### config.mk
export PLATFORM = sky130hd
export DESIGN_NAME = smbios_table_walker
export DESIGN_NICKNAME = d
export VERILOG_FILES = /design/src/sv/smbw_pkg.sv /design/src/sv/smbw_field_unit.sv /design/src/sv/smbw_walker.sv /design/src/sv/smbios_table_walker.sv
export SDC_FILE = /design/constraint.sdc
export NUM_CORES = 1
export LEC_CHECK = 0
export ABC_AREA = 1
export ABC_CLOCK_PERIOD_IN_PS = 5140
export BUFFER_PORTS_ARGS = -buffer_cell sky130_fd_sc_hd__buf_2
export CAP_MARGIN = 30
export CORE_ASPECT_RATIO = 0.75
export CORE_MARGIN = 2
export CORE_UTILIZATION = 35
export DETAILED_ROUTE_END_ITERATION = 10
export PLACE_DENSITY_LB_ADDON = 0.25
export SYNTH_ARGS = -nofsm -noshare
export SYNTH_HDL_FRONTEND = slang
export SYNTH_HIERARCHICAL = 1
export SYNTH_SLANG_ARGS = --single-unit
### constraint.sdc
create_clock -name clk_i -period 5.14 [get_ports clk_i]
set_clock_uncertainty 0.1 [all_clocks]
set_input_delay 0.771 -clock clk_i [delete_from_list [all_inputs] [get_ports clk_i]]
set_output_delay 0.771 -clock clk_i [all_outputs]
set_load 0.03 [all_outputs]
### src/sv/smbw_pkg.sv
// Package for the SMBIOS structure table walker.
// Holds the structure type codes, field offsets and the structs passed between modules.
// No dependencies.
`default_nettype none

package smbw_pkg;

  localparam logic [7:0]  TYPE_PROCESSOR  = 8'd4;
  localparam logic [7:0]  TYPE_MEM_MODULE = 8'd6;
  localparam logic [7:0]  TYPE_MEM_DEVICE = 8'd17;

  localparam logic [15:0] POS_CPU_STATUS  = 16'h0018;
  localparam logic [15:0] POS_INST_SIZE   = 16'h000a;
  localparam logic [15:0] POS_SIZE_LO     = 16'h000c;
  localparam logic [15:0] POS_SIZE_HI     = 16'h000d;
  localparam logic [15:0] POS_LENGTH      = 16'h0001;
  localparam logic [15:0] POS_FIRST_FIELD = 16'h0002;
  localparam logic [15:0] POS_MAX         = 16'hffff;

  localparam logic [2:0]  CPU_STAT_ENABLED = 3'd1;
  localparam int unsigned CPU_POPULATED_BIT = 6;
  localparam logic [6:0]  INST_SIZE_LIMIT  = 7'd22;
  localparam logic [4:0]  KB_SHIFT         = 5'd10;
  localparam logic [15:0] SIZE_UNKNOWN     = 16'hffff;
  localparam int unsigned SIZE_KB_UNIT_BIT = 15;

  localparam logic CFG_TABLE_LENGTH    = 1'b0;
  localparam logic CFG_STRUCTURE_COUNT = 1'b1;

  // Accumulator updates for one header field byte
  typedef struct packed {
    logic        enabled_inc;
    logic        populated_inc;
    logic        size_low_we;
    logic [31:0] old_add;
    logic [31:0] new_add;
  } field_upd_t;

  // Summary delivered on the last byte
  typedef struct packed {
    logic [31:0] memory_kb;
    logic        memory_known;
    logic [7:0]  enabled_sockets;
    logic [7:0]  populated_sockets;
    logic [15:0] structures_seen;
    logic        walk_complete;
  } result_t;

endpackage

`default_nettype wire

### src/sv/smbw_field_unit.sv
// Decodes one header field byte of a processor, memory module or memory device structure.
// Depends on smbw_pkg.
`default_nettype none

module smbw_field_unit (
  input  wire logic [7:0]  struct_type_i,
  input  wire logic [15:0] byte_pos_i,
  input  wire logic [7:0]  data_i,
  input  wire logic [7:0]  size_low_i,
  output smbw_pkg::field_upd_t upd_o
);
  import smbw_pkg::*;

  logic [6:0]  inst_n;
  logic [4:0]  inst_shift;
  logic [15:0] dev_size;

  assign inst_n     = data_i[6:0];
  assign inst_shift = inst_n[4:0] + KB_SHIFT;
  assign dev_size   = {data_i, size_low_i};

  always_comb begin
    upd_o = '0;
    case (struct_type_i)
      TYPE_PROCESSOR: begin
        if (byte_pos_i == POS_CPU_STATUS) begin
          upd_o.enabled_inc   = (data_i[2:0] == CPU_STAT_ENABLED);
          upd_o.populated_inc = data_i[CPU_POPULATED_BIT];
        end
      end
      TYPE_MEM_MODULE: begin
        if (byte_pos_i == POS_INST_SIZE && inst_n != 7'd0 && inst_n < INST_SIZE_LIMIT) begin
          upd_o.old_add = 32'd1 << inst_shift;
        end
      end
      TYPE_MEM_DEVICE: begin
        if (byte_pos_i == POS_SIZE_LO) begin
          upd_o.size_low_we = 1'b1;
        end else if (byte_pos_i == POS_SIZE_HI && dev_size != 16'd0 &&
                     dev_size != SIZE_UNKNOWN) begin
          // bit 15 set: size already in KB, else in MB
          upd_o.new_add = dev_size[SIZE_KB_UNIT_BIT] ? {17'd0, dev_size[14:0]}
                                                     : {6'd0, dev_size, 10'd0};
        end
      end
      default: ;
    endcase
  end

endmodule

`default_nettype wire

### src/sv/smbw_walker.sv
// Walk state: offsets, structure framing, terminator search and running totals.
// Depends on smbw_pkg and smbw_field_unit.
`default_nettype none

module smbw_walker (
  input  wire logic        clk_i,
  input  wire logic        rst_ni,
  input  wire logic        step_i,
  input  wire logic [7:0]  data_i,
  input  wire logic        last_i,
  input  wire logic [15:0] table_length_i,
  input  wire logic [15:0] structure_count_i,
  output smbw_pkg::result_t result_o
);
  import smbw_pkg::*;

  logic [15:0] offset_q, offset_d;
  logic [15:0] index_q, index_d;
  logic [15:0] pos_q, pos_d;
  logic [7:0]  type_q, type_d;
  logic [7:0]  len_q, len_d;
  logic [7:0]  size_low_q, size_low_d;
  logic        prev_zero_q, prev_zero_d;
  logic        done_q, done_d;
  logic [31:0] new_tot_q, new_tot_d;
  logic [31:0] old_tot_q, old_tot_d;
  logic [7:0]  enabled_q, enabled_d;
  logic [7:0]  populated_q, populated_d;

  logic        limit_now;
  logic        limit_next;
  logic        term;
  field_upd_t  upd;

  assign limit_now  = (offset_q >= table_length_i) || (index_q >= structure_count_i);
  assign limit_next = (offset_d >= table_length_i) || (index_d >= structure_count_i);

  smbw_field_unit u_field (
    .struct_type_i (type_q),
    .byte_pos_i    (pos_q),
    .data_i        (data_i),
    .size_low_i    (size_low_q),
    .upd_o         (upd)
  );

  always_comb begin
    offset_d    = offset_q;
    index_d     = index_q;
    pos_d       = pos_q;
    type_d      = type_q;
    len_d       = len_q;
    size_low_d  = size_low_q;
    prev_zero_d = prev_zero_q;
    done_d      = done_q;
    new_tot_d   = new_tot_q;
    old_tot_d   = old_tot_q;
    enabled_d   = enabled_q;
    populated_d = populated_q;
    term        = 1'b0;

    if (step_i && !done_q) begin
      if (pos_q == 16'd0 && limit_now) begin
        done_d = 1'b1;
      end else begin
        if (offset_q != POS_MAX) begin
          offset_d = offset_q + 16'd1;
        end
        if (pos_q == 16'd0) begin
          type_d     = data_i;
          size_low_d = 8'd0;
        end else if (pos_q == POS_LENGTH) begin
          len_d = data_i;
        end
        // terminator search starts at the formatted length
        term = (pos_q > {8'd0, len_d}) && (data_i == 8'd0) && prev_zero_q;
        if (term) begin
          index_d     = index_q + 16'd1;
          pos_d       = 16'd0;
          prev_zero_d = 1'b0;
        end else begin
          if (pos_q >= POS_FIRST_FIELD) begin
            enabled_d   = enabled_q + {7'd0, upd.enabled_inc};
            populated_d = populated_q + {7'd0, upd.populated_inc};
            old_tot_d   = old_tot_q + upd.old_add;
            new_tot_d   = new_tot_q + upd.new_add;
            if (upd.size_low_we) begin
              size_low_d = data_i;
            end
          end
          prev_zero_d = (data_i == 8'd0);
          if (pos_q != POS_MAX) begin
            pos_d = pos_q + 16'd1;
          end
        end
      end
    end

    result_o.memory_kb         = (new_tot_d != 32'd0) ? new_tot_d : old_tot_d;
    result_o.memory_known      = (new_tot_d != 32'd0) || (old_tot_d != 32'd0);
    result_o.enabled_sockets   = enabled_d;
    result_o.populated_sockets = populated_d;
    result_o.structures_seen   = index_d;
    result_o.walk_complete     = done_d || (pos_d == 16'd0 && limit_next);
  end

  always_ff @(posedge clk_i or negedge rst_ni) begin
    if (!rst_ni) begin
      offset_q    <= '0;
      index_q     <= '0;
      pos_q       <= '0;
      type_q      <= '0;
      len_q       <= '0;
      size_low_q  <= '0;
      prev_zero_q <= 1'b0;
      done_q      <= 1'b0;
      new_tot_q   <= '0;
      old_tot_q   <= '0;
      enabled_q   <= '0;
      populated_q <= '0;
    end else if (step_i && last_i) begin
      // summary taken this cycle; start a fresh walk
      offset_q    <= '0;
      index_q     <= '0;
      pos_q       <= '0;
      type_q      <= '0;
      len_q       <= '0;
      size_low_q  <= '0;
      prev_zero_q <= 1'b0;
      done_q      <= 1'b0;
      new_tot_q   <= '0;
      old_tot_q   <= '0;
      enabled_q   <= '0;
      populated_q <= '0;
    end else begin
      offset_q    <= offset_d;
      index_q     <= index_d;
      pos_q       <= pos_d;
      type_q      <= type_d;
      len_q       <= len_d;
      size_low_q  <= size_low_d;
      prev_zero_q <= prev_zero_d;
      done_q      <= done_d;
      new_tot_q   <= new_tot_d;
      old_tot_q   <= old_tot_d;
      enabled_q   <= enabled_d;
      populated_q <= populated_d;
    end
  end

  // once done, the framing state is frozen until the next last byte
  assert property (@(posedge clk_i) disable iff (!rst_ni)
    (done_q && !(step_i && last_i)) |=> (done_q && $stable(index_q) && $stable(offset_q)))
    else $error("walker state moved after walk finished");

  // a terminator always returns to the structure start
  assert property (@(posedge clk_i) disable iff (!rst_ni)
    (term && !last_i) |=> (pos_q == 16'd0 && !prev_zero_q))
    else $error("terminator did not restart structure framing");

endmodule

`default_nettype wire

### src/sv/smbios_table_walker.sv
// An accepted byte is registered in the input stage and processed by the walker from there;
// the summary for a last byte is loaded into the result register when that byte is processed.
// Throughput: one byte per cycle; the walker update is a single compare/add pass.
// Only a last byte held up by a stalled, still full result register blocks input.
// Reset clears the input stage valid, the walk state, the result valid and both config registers.
// Top level of the SMBIOS structure table walker.
// Depends on smbw_pkg, smbw_walker and smbw_field_unit.
`default_nettype none

module smbios_table_walker (
  input  wire logic        clk_i,
  input  wire logic        rst_ni,
  input  wire logic        cfg_we_i,
  input  wire logic        cfg_index_i,
  input  wire logic [15:0] cfg_wdata_i,
  input  wire logic        in_valid_i,
  output logic             in_stall_o,
  input  wire logic [7:0]  table_byte_i,
  input  wire logic        last_byte_i,
  output logic             out_valid_o,
  input  wire logic        out_stall_i,
  output logic [31:0]      memory_kb_o,
  output logic             memory_known_o,
  output logic [7:0]       enabled_sockets_o,
  output logic [7:0]       populated_sockets_o,
  output logic [15:0]      structures_seen_o,
  output logic             walk_complete_o
);
  import smbw_pkg::*;

  logic [15:0] table_length_q;
  logic [15:0] structure_count_q;

  logic        in_valid_q;
  logic [7:0]  in_byte_q;
  logic        in_last_q;
  logic        in_take;

  logic        out_valid_q;
  result_t     out_q;
  logic        out_free;
  logic        advance;
  result_t     result;

  assign out_free   = !out_valid_q || !out_stall_i;
  assign advance    = in_valid_q && (!in_last_q || out_free);
  assign in_stall_o = in_valid_q && !advance;
  assign in_take    = in_valid_i && !in_stall_o;

  always_ff @(posedge clk_i or negedge rst_ni) begin
    if (!rst_ni) begin
      table_length_q    <= '0;
      structure_count_q <= '0;
    end else if (cfg_we_i) begin
      case (cfg_index_i)
        CFG_TABLE_LENGTH:    table_length_q    <= cfg_wdata_i;
        CFG_STRUCTURE_COUNT: structure_count_q <= cfg_wdata_i;
        default: ;
      endcase
    end
  end

  always_ff @(posedge clk_i or negedge rst_ni) begin
    if (!rst_ni) begin
      in_valid_q <= 1'b0;
    end else if (in_take) begin
      in_valid_q <= 1'b1;
    end else if (advance) begin
      in_valid_q <= 1'b0;
    end
  end

  always_ff @(posedge clk_i) begin
    if (in_take) begin
      in_byte_q <= table_byte_i;
      in_last_q <= last_byte_i;
    end
  end

  smbw_walker u_walker (
    .clk_i             (clk_i),
    .rst_ni            (rst_ni),
    .step_i            (advance),
    .data_i            (in_byte_q),
    .last_i            (in_last_q),
    .table_length_i    (table_length_q),
    .structure_count_i (structure_count_q),
    .result_o          (result)
  );

  always_ff @(posedge clk_i or negedge rst_ni) begin
    if (!rst_ni) begin
      out_valid_q <= 1'b0;
    end else if (out_free) begin
      out_valid_q <= advance && in_last_q;
    end
  end

  always_ff @(posedge clk_i) begin
    if (out_free && advance && in_last_q) begin
      out_q <= result;
    end
  end

  assign out_valid_o         = out_valid_q;
  assign memory_kb_o         = out_q.memory_kb;
  assign memory_known_o      = out_q.memory_known;
  assign enabled_sockets_o   = out_q.enabled_sockets;
  assign populated_sockets_o = out_q.populated_sockets;
  assign structures_seen_o   = out_q.structures_seen;
  assign walk_complete_o     = out_q.walk_complete;

  // a summary only appears after a last byte went through the walker
  assert property (@(posedge clk_i) disable iff (!rst_ni)
    $rose(out_valid_q) |-> $past(advance && in_last_q))
    else $error("result without a last byte");

  // a processed last byte always lands in the result register
  assert property (@(posedge clk_i) disable iff (!rst_ni)
    (advance && in_last_q) |=> out_valid_q)
    else $error("last byte processed but no result");

  // input is held back only while a last byte waits in the input stage behind a stalled, full result
  assert property (@(posedge clk_i) disable iff (!rst_ni)
    in_stall_o |-> (in_valid_q && in_last_q && out_valid_q && out_stall_i))
    else $error("input stalled without a blocked last byte");

endmodule

`default_nettype wire
==> results.md, run 1 <==
- Core area: 56100 µm²
- First-pass GRT wire length: 97300 µm
- CP startpoint: u_walker/pos_q[6]$_DFF_PN0_
- First-pass detailed-route iteration total: 6
- Gate Count Post-Synth: 2902
- CTS tree: done
- Drt drc: 0
- Die height: 211 µm
- Layout cells sized above 1: 10.0%
- Most frequent cells in the layout: 793 x nand2_1, 507 x inv_1, 363 x nor2_1
- GP Congestion: 0.968
- Pwr Density: 395 nW/µm²
- Multi-input gate area: 10800 µm²
- Post-detail-place hpwl: 49000 µm
- Vias in the first global route: 16900
- Final hold vios: 0
- Clock buffer depth: 3
- Hold Crit Class: input port to asynchronous set/reset pin
- Tmin final: 4.83 ns
- Crit path arrival time: 5.08 ns
- Reg2Reg Launch Point: u_walker/pos_q[6]$_DFF_PN0_
- Post-Place Worst Slack: 0.0769 ns
- Clk Latency, worst-skew pair: 0.61 ns
- EDFF count, synth: 75
- Crit path launch type: flip-flop
- Row Count: 75
- Largest net degree at the start of global routing: 82
- # diodes: 0
- Routed WL per cell: 16.8 µm
- Max_cap viols: 0
- Grt total ovfl: 0
- Peak VDD IR: 0.265 mV
- Post-synthesis async set-or-reset flop share: 71.5%
- Final Cycle Share: 93.9%
- CP bufs+invs: 3
- Initial antenna violation count: 0
- Detailed Route WL: 63500 µm
- Synth cell types: 53
- Final net count: 3210
- Leading post-synthesis cells by cell area: dfrtp_1 24%, nand2_1 15%, edfxtp_1 11%
- Setup CP Type: flip-flop to flip-flop
- Reg clk slew, reported paths: 0.06 ns
- Num CTS Buffers: 31
- H-tree levels: 1
- Run status: complete, no violations
- Crit path capture type: flip-flop
- Fmax: 207 MHz
- Die W: 280 µm
- Synthesis warning total: 6
- Total track usage: 21.1%
- Fillcell total: 5914
- Starting Density: 35.5%
- Finish-stage setup viols: 0
- Top cell type's share of synthesized area: 23.6%
- Num ports: 99
- Relative slew margins: 33.1%
- DRT iter0 DRCs: 1811
- Detail-routed via count per cell: 4.97
- Vias: 18800
- Slowest stage delay, CP: 0.37 ns
- Synth Register Bits: 263
- Syn-to-layout area delta: 14.1%
- Delay-heaviest family, CP: simple AND/OR/NAND/NOR gates
- Met1 WL: 33300 µm
- Mapped Area: 19900 µm²
- Commonest non-fill, non-tap cell in the layout: nand2_1
- DRT antenna net count: 0
- Mean post-synth cell area: 6.87 µm²
- PortBufs: 98
- Top sig layer: met4
- Crit path setup slack, layout: 0.313 ns
- Dominant synthesized flop cell: dfrtp_1
- CP most frequent cell: nand2_1
- Register area: 6960 µm²
- Num Clock Sinks: 263
- Fin Hold WS: 0.106 ns
- CP Max Fanout: 8
- Clock Tree Root: clkbuf_16
- Yosys top cell by area: dfrtp_1
- Leak Pwr: 11.9 nW
- Crit path required time: 5.39 ns
- Worst-margin pin slew: 1.00 ns
- DR WL met2: 24500 µm
- Count of final max-slew check failures: 0
- Routed wl met3: 4880 µm
- Register area share after synthesis: 34.9%
- Die area: 58900 µm²
- Hold Buf Count CTS: 0
- CP max-delay cell: dfrtp_1
[kinds of logic after synthesis]
logic type	count (synthesis)	synth area share, %
buf+inv	589	11.9
xor+xnor	66	2.94
other cells	1	0.0188
compound gates	308	8.84
mux	1	0.0502
simple gates	1527	32.1
flops	263	34.9
fa+ha+maj	147	9.30
[path summary, 6_finish.rpt]
| path | slack (ns) | to | cells after the start |
|---|---|---|---|
| setup reg to reg | 0.31 | walk_complete_o$_DFFE_PP_ | 33 |
| hold reg to reg | 0.38 | table_length_q[3]$_DFFE_PN0P_ | 2 |
| hold / removal | 0.11 | u_walker/new_tot_q[31]$_DFF_PN0_ | 1 |
| setup / recovery | 0.31 | walk_complete_o$_DFFE_PP_ | 33 |
| max in group asynchronous | 3.67 | u_walker/pos_q[9]$_DFF_PN0_ | 2 |
| min in group clk_i | 0.27 | in_byte_q[5]$_DFFE_PP_ | 1 |
[where the power goes]
part	total, W	switching [W]	internal, W
Clock	0.00239	0.000967	0.00143
Combinational	0.00375	0.00256	0.00119
Sequential	0.00285	0.000251	0.00260
Total	0.00899	0.00378	0.00522
[cell usage after synthesis (3+ instances only)]
| library cell | n |
|---|---|
| buf_4 | 17 |
| a21oi_1 | 109 |
| nand2_2 | 4 |
| nand3_1 | 198 |
| or2_2 | 9 |
| o21a_1 | 3 |
| nor3_1 | 46 |
| buf_2 | 18 |
| inv_1 | 511 |
| inv_2 | 3 |
| ha_1 | 145 |
| o21ai_0 | 103 |
| nand2_1 | 797 |
| nor2_2 | 5 |
| o21bai_1 | 9 |
| o22ai_1 | 26 |
| nor4_1 | 12 |
| nand4_1 | 47 |
| buf_6 | 8 |
| xor2_1 | 37 |
| a31oi_1 | 3 |
| nand3_2 | 6 |
| o21ai_2 | 28 |
| a211oi_1 | 7 |
| dfrtp_1 | 188 |
| and2_1 | 6 |
| edfxtp_1 | 75 |
| clkbuf_1 | 27 |
| o21ai_1 | 9 |
| o211ai_1 | 5 |
| nand3b_1 | 17 |
| nor2_1 | 371 |
| xnor2_1 | 28 |
[through the flow]
stage,util (%),cells,setup TNS [ns],total power [W],area [µm²]
after global placement,38.2,3716,0,0.00647,21400
after global routing,40.6,3788,-0.0434,0.00963,22800
after floorplan,-,2908,0,0.00529,20000
after detailed placement,38.2,3718,0,0.00648,21400
after CTS,40.1,3776,0,0.00891,22500
final,40.6,3788,0,0.00899,22800
[what timing repair did]
action                     4_1_cts  5_1_grt
gates resized for setup          0       49
setup endpoints to repair        0        8
buffers inserted                 0       11
hold endpoints to repair         0        0
[layer usage]
metal | global-route usage, % | up-vias
met1 | 34.8 | 8704
li1 | - | 9449
met2 | 28.7 | 607
met4 | 3.23 | 0
met3 | 3.17 | 55
met5 | 0 | -
[area by class of cell]
class / count / area share, %
multi-input combinational: 2056 / 47.4
sequential: 263 / 30.6
timing repair buffer: 164 / 4.73
clock inverter: 21 / 1.21
inverter: 516 / 8.54
tap: 731 / 4.02
clock buffer: 37 / 3.55
[registers in the layout, summed over array words and instances (netlist names), 8 cells and up]
| name | flops |
|---|---|
| memory_kb_o | 32 |
| u_walker/new_tot_q | 32 |
| u_walker/old_tot_q | 32 |
| structure_count_q | 16 |
| structures_seen_o | 16 |
| table_length_q | 16 |
| u_walker/index_q | 16 |
| u_walker/offset_q | 16 |
| u_walker/pos_q | 16 |
| enabled_sockets_o | 8 |
| in_byte_q | 8 |
| populated_sockets_o | 8 |
| u_walker/enabled_q | 8 |
| u_walker/len_q | 8 |
| u_walker/populated_q | 8 |
| u_walker/size_low_q | 8 |
| u_walker/type_q | 8 |
No activity file was read; power rests on OpenSTA's default activity.
==> run 2, diff against run 1 <==
--- a/config.mk
+++ b/config.mk
@@ -10,7 +10,6 @@
 export BUFFER_PORTS_ARGS = -buffer_cell sky130_fd_sc_hd__buf_2
 export CAP_MARGIN = 30
 export CORE_ASPECT_RATIO = 0.75
-export CORE_MARGIN = 2
 export CORE_UTILIZATION = 35
 export DETAILED_ROUTE_END_ITERATION = 10
 export PLACE_DENSITY_LB_ADDON = 0.25
==> results.md, run 2 (synthesis results as in run 1) <==
- Initial antenna violation count: 0 (unchanged)
- Vias: 18400 (was 18800)
- First-pass detailed-route iteration total: 6 (unchanged)
- Post-Place Worst Slack: 0.221 ns (was 0.0769 ns)
- Slowest stage delay, CP: 0.44 ns (was 0.37 ns)
- Final hold vios: 0 (unchanged)
- PortBufs: 98 (unchanged)
- Num Clock Sinks: 263 (unchanged)
- Final Cycle Share: 93.2% (was 93.9%)
- Hold Buf Count CTS: 0 (unchanged)
- Relative slew margins: 35.7% (was 33.1%)
- Count of final max-slew check failures: 0 (unchanged)
- Total power draw: 0.00876 W (was 0.00899 W)
- Detailed Route WL: 59600 µm (was 63500 µm)
- Layout cells sized above 1: 9.38% (was 10.0%)
- Max_cap viols: 0 (unchanged)
- Crit path arrival time: 5.02 ns (was 5.08 ns)
- Final net count: 3194 (was 3210)
- Vias in the first global route: 16900 (about the same)
- Crit path required time: 5.37 ns (was 5.39 ns)
- Drt drc: 0 (unchanged)
- Largest net degree at the start of global routing: 108 (was 82)
- DRT iter0 DRCs: 1714 (was 1811)
- Row Count: 75 (unchanged)
- H-tree levels: 1 (unchanged)
- Post-detail-place hpwl: 46600 µm (was 49000 µm)
- Crit path capture type: flip-flop (unchanged)
- Run status: complete, no violations (unchanged)
- Crit path launch type: flip-flop (unchanged)
- CTS tree: done (unchanged)
- Starting Density: 35.5% (unchanged)
- Die area: 58000 µm² (was 58900 µm²)
- Hold Crit Class: input port to asynchronous set/reset pin (unchanged)
- Most frequent cells in the layout: 795 x nand2_1, 508 x inv_1, 365 x nor2_1 (was 793 x nand2_1, 507 x inv_1, 363 x nor2_1)
- CP startpoint: u_walker/pos_q[9]$_DFF_PN0_ (was u_walker/pos_q[6]$_DFF_PN0_)
- Total track usage: 20.5% (was 21.1%)
- Leak Pwr: 11.8 nW (was 11.9 nW)
- Syn-to-layout area delta: 13.1% (was 14.1%)
- Reg2Reg Launch Point: u_walker/pos_q[9]$_DFF_PN0_ (was u_walker/pos_q[6]$_DFF_PN0_)
- Finish-stage setup viols: 0 (unchanged)
- Num ports: 99 (unchanged)
- Core area: 56100 µm² (unchanged)
- Setup crit end: walk_complete_o$_DFFE_PP_ (unchanged)
- Clock buffer depth: 3 (unchanged)
- Die W: 278 µm (was 280 µm)
- Num CTS Buffers: 30 (was 31)
- Reg2Reg Setup Slack: 0.35 ns (was 0.31 ns)
- Grt total ovfl: 0 (unchanged)
- GP Congestion: 0.919 (was 0.968)
- DRT antenna net count: 0 (unchanged)
- Crit path setup slack, layout: 0.352 ns (was 0.313 ns)
- Detail-routed via count per cell: 4.89 (was 4.97)
- R2r endpoint: walk_complete_o$_DFFE_PP_ (unchanged)
- Peak VDD IR: 0.286 mV (was 0.265 mV)
- Reg clk slew, reported paths: 0.06 ns (about the same)
- Fmax: 209 MHz (was 207 MHz)
- Fin Hold WS: 0.120 ns (was 0.106 ns)
- Clk Latency, worst-skew pair: 0.58 ns (was 0.61 ns)
- CP max-delay cell: dfrtp_2 (was dfrtp_1)
- # diodes: 0 (unchanged)
- Routed WL per cell: 15.8 µm (was 16.8 µm)
- Setup_tns: 0 ns (unchanged)
- CP most frequent cell: nand2_1 (unchanged)
- Commonest non-fill, non-tap cell in the layout: nand2_1 (unchanged)
- First-pass GRT wire length: 94700 µm (was 97300 µm)
- Die height: 209 µm (was 211 µm)
- Tmin final: 4.79 ns (was 4.83 ns)
- Pwr Density: 388 nW/µm² (was 395 nW/µm²)
- CP Max Fanout: 8 (unchanged)
- Worst-margin pin slew: 0.961 ns (was 1.00 ns)
- Setup CP Type: flip-flop to flip-flop (unchanged)
- R2R depth: 29 (was 33)
- Clock Tree Root: clkbuf_16 (unchanged)
run 2: area by class of cell:
class	count	area (µm²)
Fill cell	5960	33600
Multi-Input combinational cell	2056	10700
Sequential cell	263	6960
Inverter	516	1950
Timing Repair Buffer	149	936
Tap cell	731	915
Clock buffer	41	885
Clock inverter	15	196
run 2: how the worst min path moves through the flow:
stage | startpoint | to | depth (start not counted) | slack (ns)
CTS | rst_ni | u_walker/new_tot_q[29]$_DFF_PN0_ | 1 | 0.14
detailed placement | table_length_q[3]$_DFFE_PN0P_ | table_length_q[3]$_DFFE_PN0P_ | 2 | 0.37
finish | rst_ni | u_walker/new_tot_q[29]$_DFF_PN0_ | 1 | 0.12
floorplan | structure_count_q[10]$_DFFE_PN0P_ | structure_count_q[10]$_DFFE_PN0P_ | 2 | 0.35
global route | rst_ni | u_walker/new_tot_q[29]$_DFF_PN0_ | 1 | 0.17
global placement | structure_count_q[3]$_DFFE_PN0P_ | structure_count_q[3]$_DFFE_PN0P_ | 2 | 0.37
run 2: routing by layer:
layer | routed length, µm | GRT usage [%]
met5 | 0 | 0
met2 | 22100 | 27.4
met1 | 31800 | 33.8
met4 | 943 | 3.49
met3 | 4770 | 3.50
run 2: through the flow:
| step | util, % | area (µm²) | cells |
|---|---|---|---|
| after floorplan | - | 20000 | 2908 |
| after global placement | 38.0 | 21300 | 3706 |
| after detailed placement | 38.0 | 21300 | 3706 |
| after CTS | 39.9 | 22400 | 3762 |
| after global routing | 40.2 | 22600 | 3771 |
| final | 40.2 | 22600 | 3771 |
run 2: critical path: cells and delay by family (launching register included):
kind	cells	cell delay, ns
AOI/OAI and AO/OA	5	0.68
adders and majority gates	2	0.55
buffers and inverters	3	0.41
DFF	1	0.44
and+or+nand+nor	19	2.34
run 2: where the power goes:
group	switching [W]	total, W	internal [W]
clock network	0.000924	0.00233	0.00141
registers	0.000243	0.00284	0.00260
logic	0.00246	0.00359	0.00113
run 2: repair_timing:
item,CTS,global route
resized for setup,0,28
buffers inserted,0,8
endpoints found under the setup margin,0,4
==> run 3, diff against run 2 <==
--- a/config.mk
+++ b/config.mk
@@ -9,7 +9,6 @@
 export ABC_CLOCK_PERIOD_IN_PS = 5140
 export BUFFER_PORTS_ARGS = -buffer_cell sky130_fd_sc_hd__buf_2
 export CAP_MARGIN = 30
-export CORE_ASPECT_RATIO = 0.75
 export CORE_UTILIZATION = 35
 export DETAILED_ROUTE_END_ITERATION = 10
 export PLACE_DENSITY_LB_ADDON = 0.25
==> results.md, run 3 (synthesis results as in run 1) <==
- Die area: 57900 µm² (was 58000 µm²)
- Num ports: 99 (unchanged)
- PortBufs: 98 (unchanged)
- Reg2Reg Launch Point: u_walker/pos_q[10]$_DFF_PN0_ (was u_walker/pos_q[9]$_DFF_PN0_)
- CP Max Fanout: 8 (unchanged)
- Num CTS Buffers: 35 (was 30)
- Hold Buf Count CTS: 0 (unchanged)
- Final hold vios: 0 (unchanged)
- Crit path launch type: flip-flop (unchanged)
- Count of final max-slew check failures: 0 (unchanged)
- Finish-stage setup viols: 0 (unchanged)
- Reg clk slew, reported paths: 0.06 ns (about the same)
- Fmax: 208 MHz (was 209 MHz)
- GP Congestion: 0.931 (was 0.919)
- Clock Tree Root: clkbuf_16 (unchanged)
- Vias in the first global route: 17000 (was 16900)
- CP startpoint: u_walker/pos_q[10]$_DFF_PN0_ (was u_walker/pos_q[9]$_DFF_PN0_)
- CP max-delay cell: dfrtp_1 (was dfrtp_2)
- Non-Filler Instances: 3805 (was 3771)
- Crit path arrival time: 5.01 ns (was 5.02 ns)
- Fillcell total: 6094 (was 5960)
- Crit path required time: 5.35 ns (was 5.37 ns)
- Grt total ovfl: 0 (unchanged)
- Final net count: 3201 (was 3194)
- Largest net degree at the start of global routing: 96 (was 108)
- H-tree levels: 2 (was 1)
- Clk Latency, worst-skew pair: 0.56 ns (was 0.58 ns)
- RSZ-0062 raised after global routing: true
- Die height: 241 µm (was 209 µm)
- Core area: 56400 µm² (was 56100 µm²)
- Max_cap viols: 0 (unchanged)
- Setup CP Type: flip-flop to flip-flop (unchanged)
- Peak VDD IR: 0.242 mV (was 0.286 mV)
- Register area: 6960 µm² (about the same)
- DRT iter0 DRCs: 1477 (was 1714)
- Pwr Density: 392 nW/µm² (was 388 nW/µm²)
- Design Area, Final: 22700 µm² (was 22600 µm²)
- CP most frequent cell: nand2_1 (unchanged)
- Hold Crit Class: input port to asynchronous set/reset pin (unchanged)
- Total track usage: 20.4% (was 20.5%)
- Crit path setup slack, layout: 0.341 ns (was 0.352 ns)
- Drt drc: 0 (unchanged)
- Run status: complete, no violations (unchanged)
- Die W: 241 µm (was 278 µm)
- Setup_tns: 0 ns (unchanged)
- Clock buffer depth: 3 (unchanged)
- CP bufs+invs: 4 (was 3)
- Syn-to-layout area delta: 14.0% (was 13.1%)
- Num Clock Sinks: 263 (unchanged)
- Routed WL per cell: 15.4 µm (was 15.8 µm)
- CTS tree: done (unchanged)
- First-pass GRT wire length: 92800 µm (was 94700 µm)
- Multi-input gate area: 10800 µm² (was 10700 µm²)
- Initial antenna violation count: 0 (unchanged)
- Tmin final: 4.80 ns (was 4.79 ns)
- DRT antenna net count: 0 (unchanged)
- First-pass detailed-route iteration total: 8 (was 6)
- Row Count: 87 (was 75)
- Cell area after placement: 21300 µm² (about the same)
- Post-detail-place hpwl: 44200 µm (was 46600 µm)
- Crit path capture type: flip-flop (unchanged)
- Placed instance count: 3731 (was 3706)
- Fin Hold WS: 0.189 ns (was 0.120 ns)
- Detailed Route WL: 58600 µm (was 59600 µm)
- Final Cycle Share: 93.4% (was 93.2%)
- Delay-heaviest family, CP: simple AND/OR/NAND/NOR gates (unchanged)
- Slowest stage delay, CP: 0.42 ns (was 0.44 ns)
- Starting Density: 35.4% (was 35.5%)
- Layout cells sized above 1: 9.71% (was 9.38%)
- # diodes: 0 (unchanged)
- Relative slew margins: 29.1% (was 35.7%)
- Leak Pwr: 11.8 nW (about the same)
- Worst-margin pin slew: 1.06 ns (was 0.961 ns)
- Post-Place Worst Slack: 0.195 ns (was 0.221 ns)
- Vias: 18300 (was 18400)
- Detail-routed via count per cell: 4.81 (was 4.89)
- Commonest non-fill, non-tap cell in the layout: nand2_1 (unchanged)
- Most frequent cells in the layout: 792 x nand2_1, 507 x inv_1, 365 x nor2_1 (was 795 x nand2_1, 508 x inv_1, 365 x nor2_1)
run 3: cell count changes in the layout (fill, tap and decap cells not counted), sizes merged:
| cell | delta |
|---|---|
| clkinvlp | -2 |
| clkinv | +8 |
| buf | +2 |
| inv | -1 |
| clkbuf | +2 |
run 3: layout make-up:
cell class                 count  share of cell area [%]
inverter                     516                    8.55
tap                          756                    4.16
clock buffer                  43                    4.12
multi-input combinational   2056                    47.4
sequential                   263                    30.6
timing repair buffer         151                    4.16
clock inverter                20                    1.06
run 3: final timing paths:
kind	end	slack, ns	depth (start not counted)
max	walk_complete_o$_DFFE_PP_	0.34	33
min	u_walker/populated_q[6]$_DFF_PN0_	0.19	1
max reg2reg	walk_complete_o$_DFFE_PP_	0.34	33
min reg2reg	table_length_q[13]$_DFFE_PN0P_	0.38	2
max in group asynchronous	u_walker/pos_q[11]$_DFF_PN0_	3.51	2
min in group clk_i	in_byte_q[0]$_DFFE_PP_	0.28	1
run 3: layer usage:
metal / GRT usage (%) / routed length [µm] / vias to the layer above / part of all wire (%)
met5: 0 / 0 / - / 0
met4: 5.79 / 1400 / 0 / 2.4
met3: 2.62 / 3210 / 83 / 5.5
met2: 32.1 / 26100 / 476 / 45
met1: 29.2 / 27900 / 8323 / 48
li1: - / - / 9427 / -
run 3: power by group:
group / internal [W] / switching (W) / leakage [nW]
Clock: 0.00151 / 0.00101 / 0.576
Sequential: 0.00260 / 0.000239 / 3.19
Combinational: 0.00114 / 0.00241 / 8.06
run 3: what timing repair did:
action / in CTS / in global routing
buffers inserted: 0 / 10
hold endpoints to repair: 0 / 0
endpoints found under the setup margin: 0 / 1
resized for setup: 0 / 47
run 3: per-stage QoR:
step                      power, W  utilization (%)
after global routing       0.00959             40.3
final                      0.00891             40.3
after detailed placement   0.00628             37.9
after global placement     0.00627             37.9
after CTS                  0.00885             39.9
after floorplan            0.00529                -
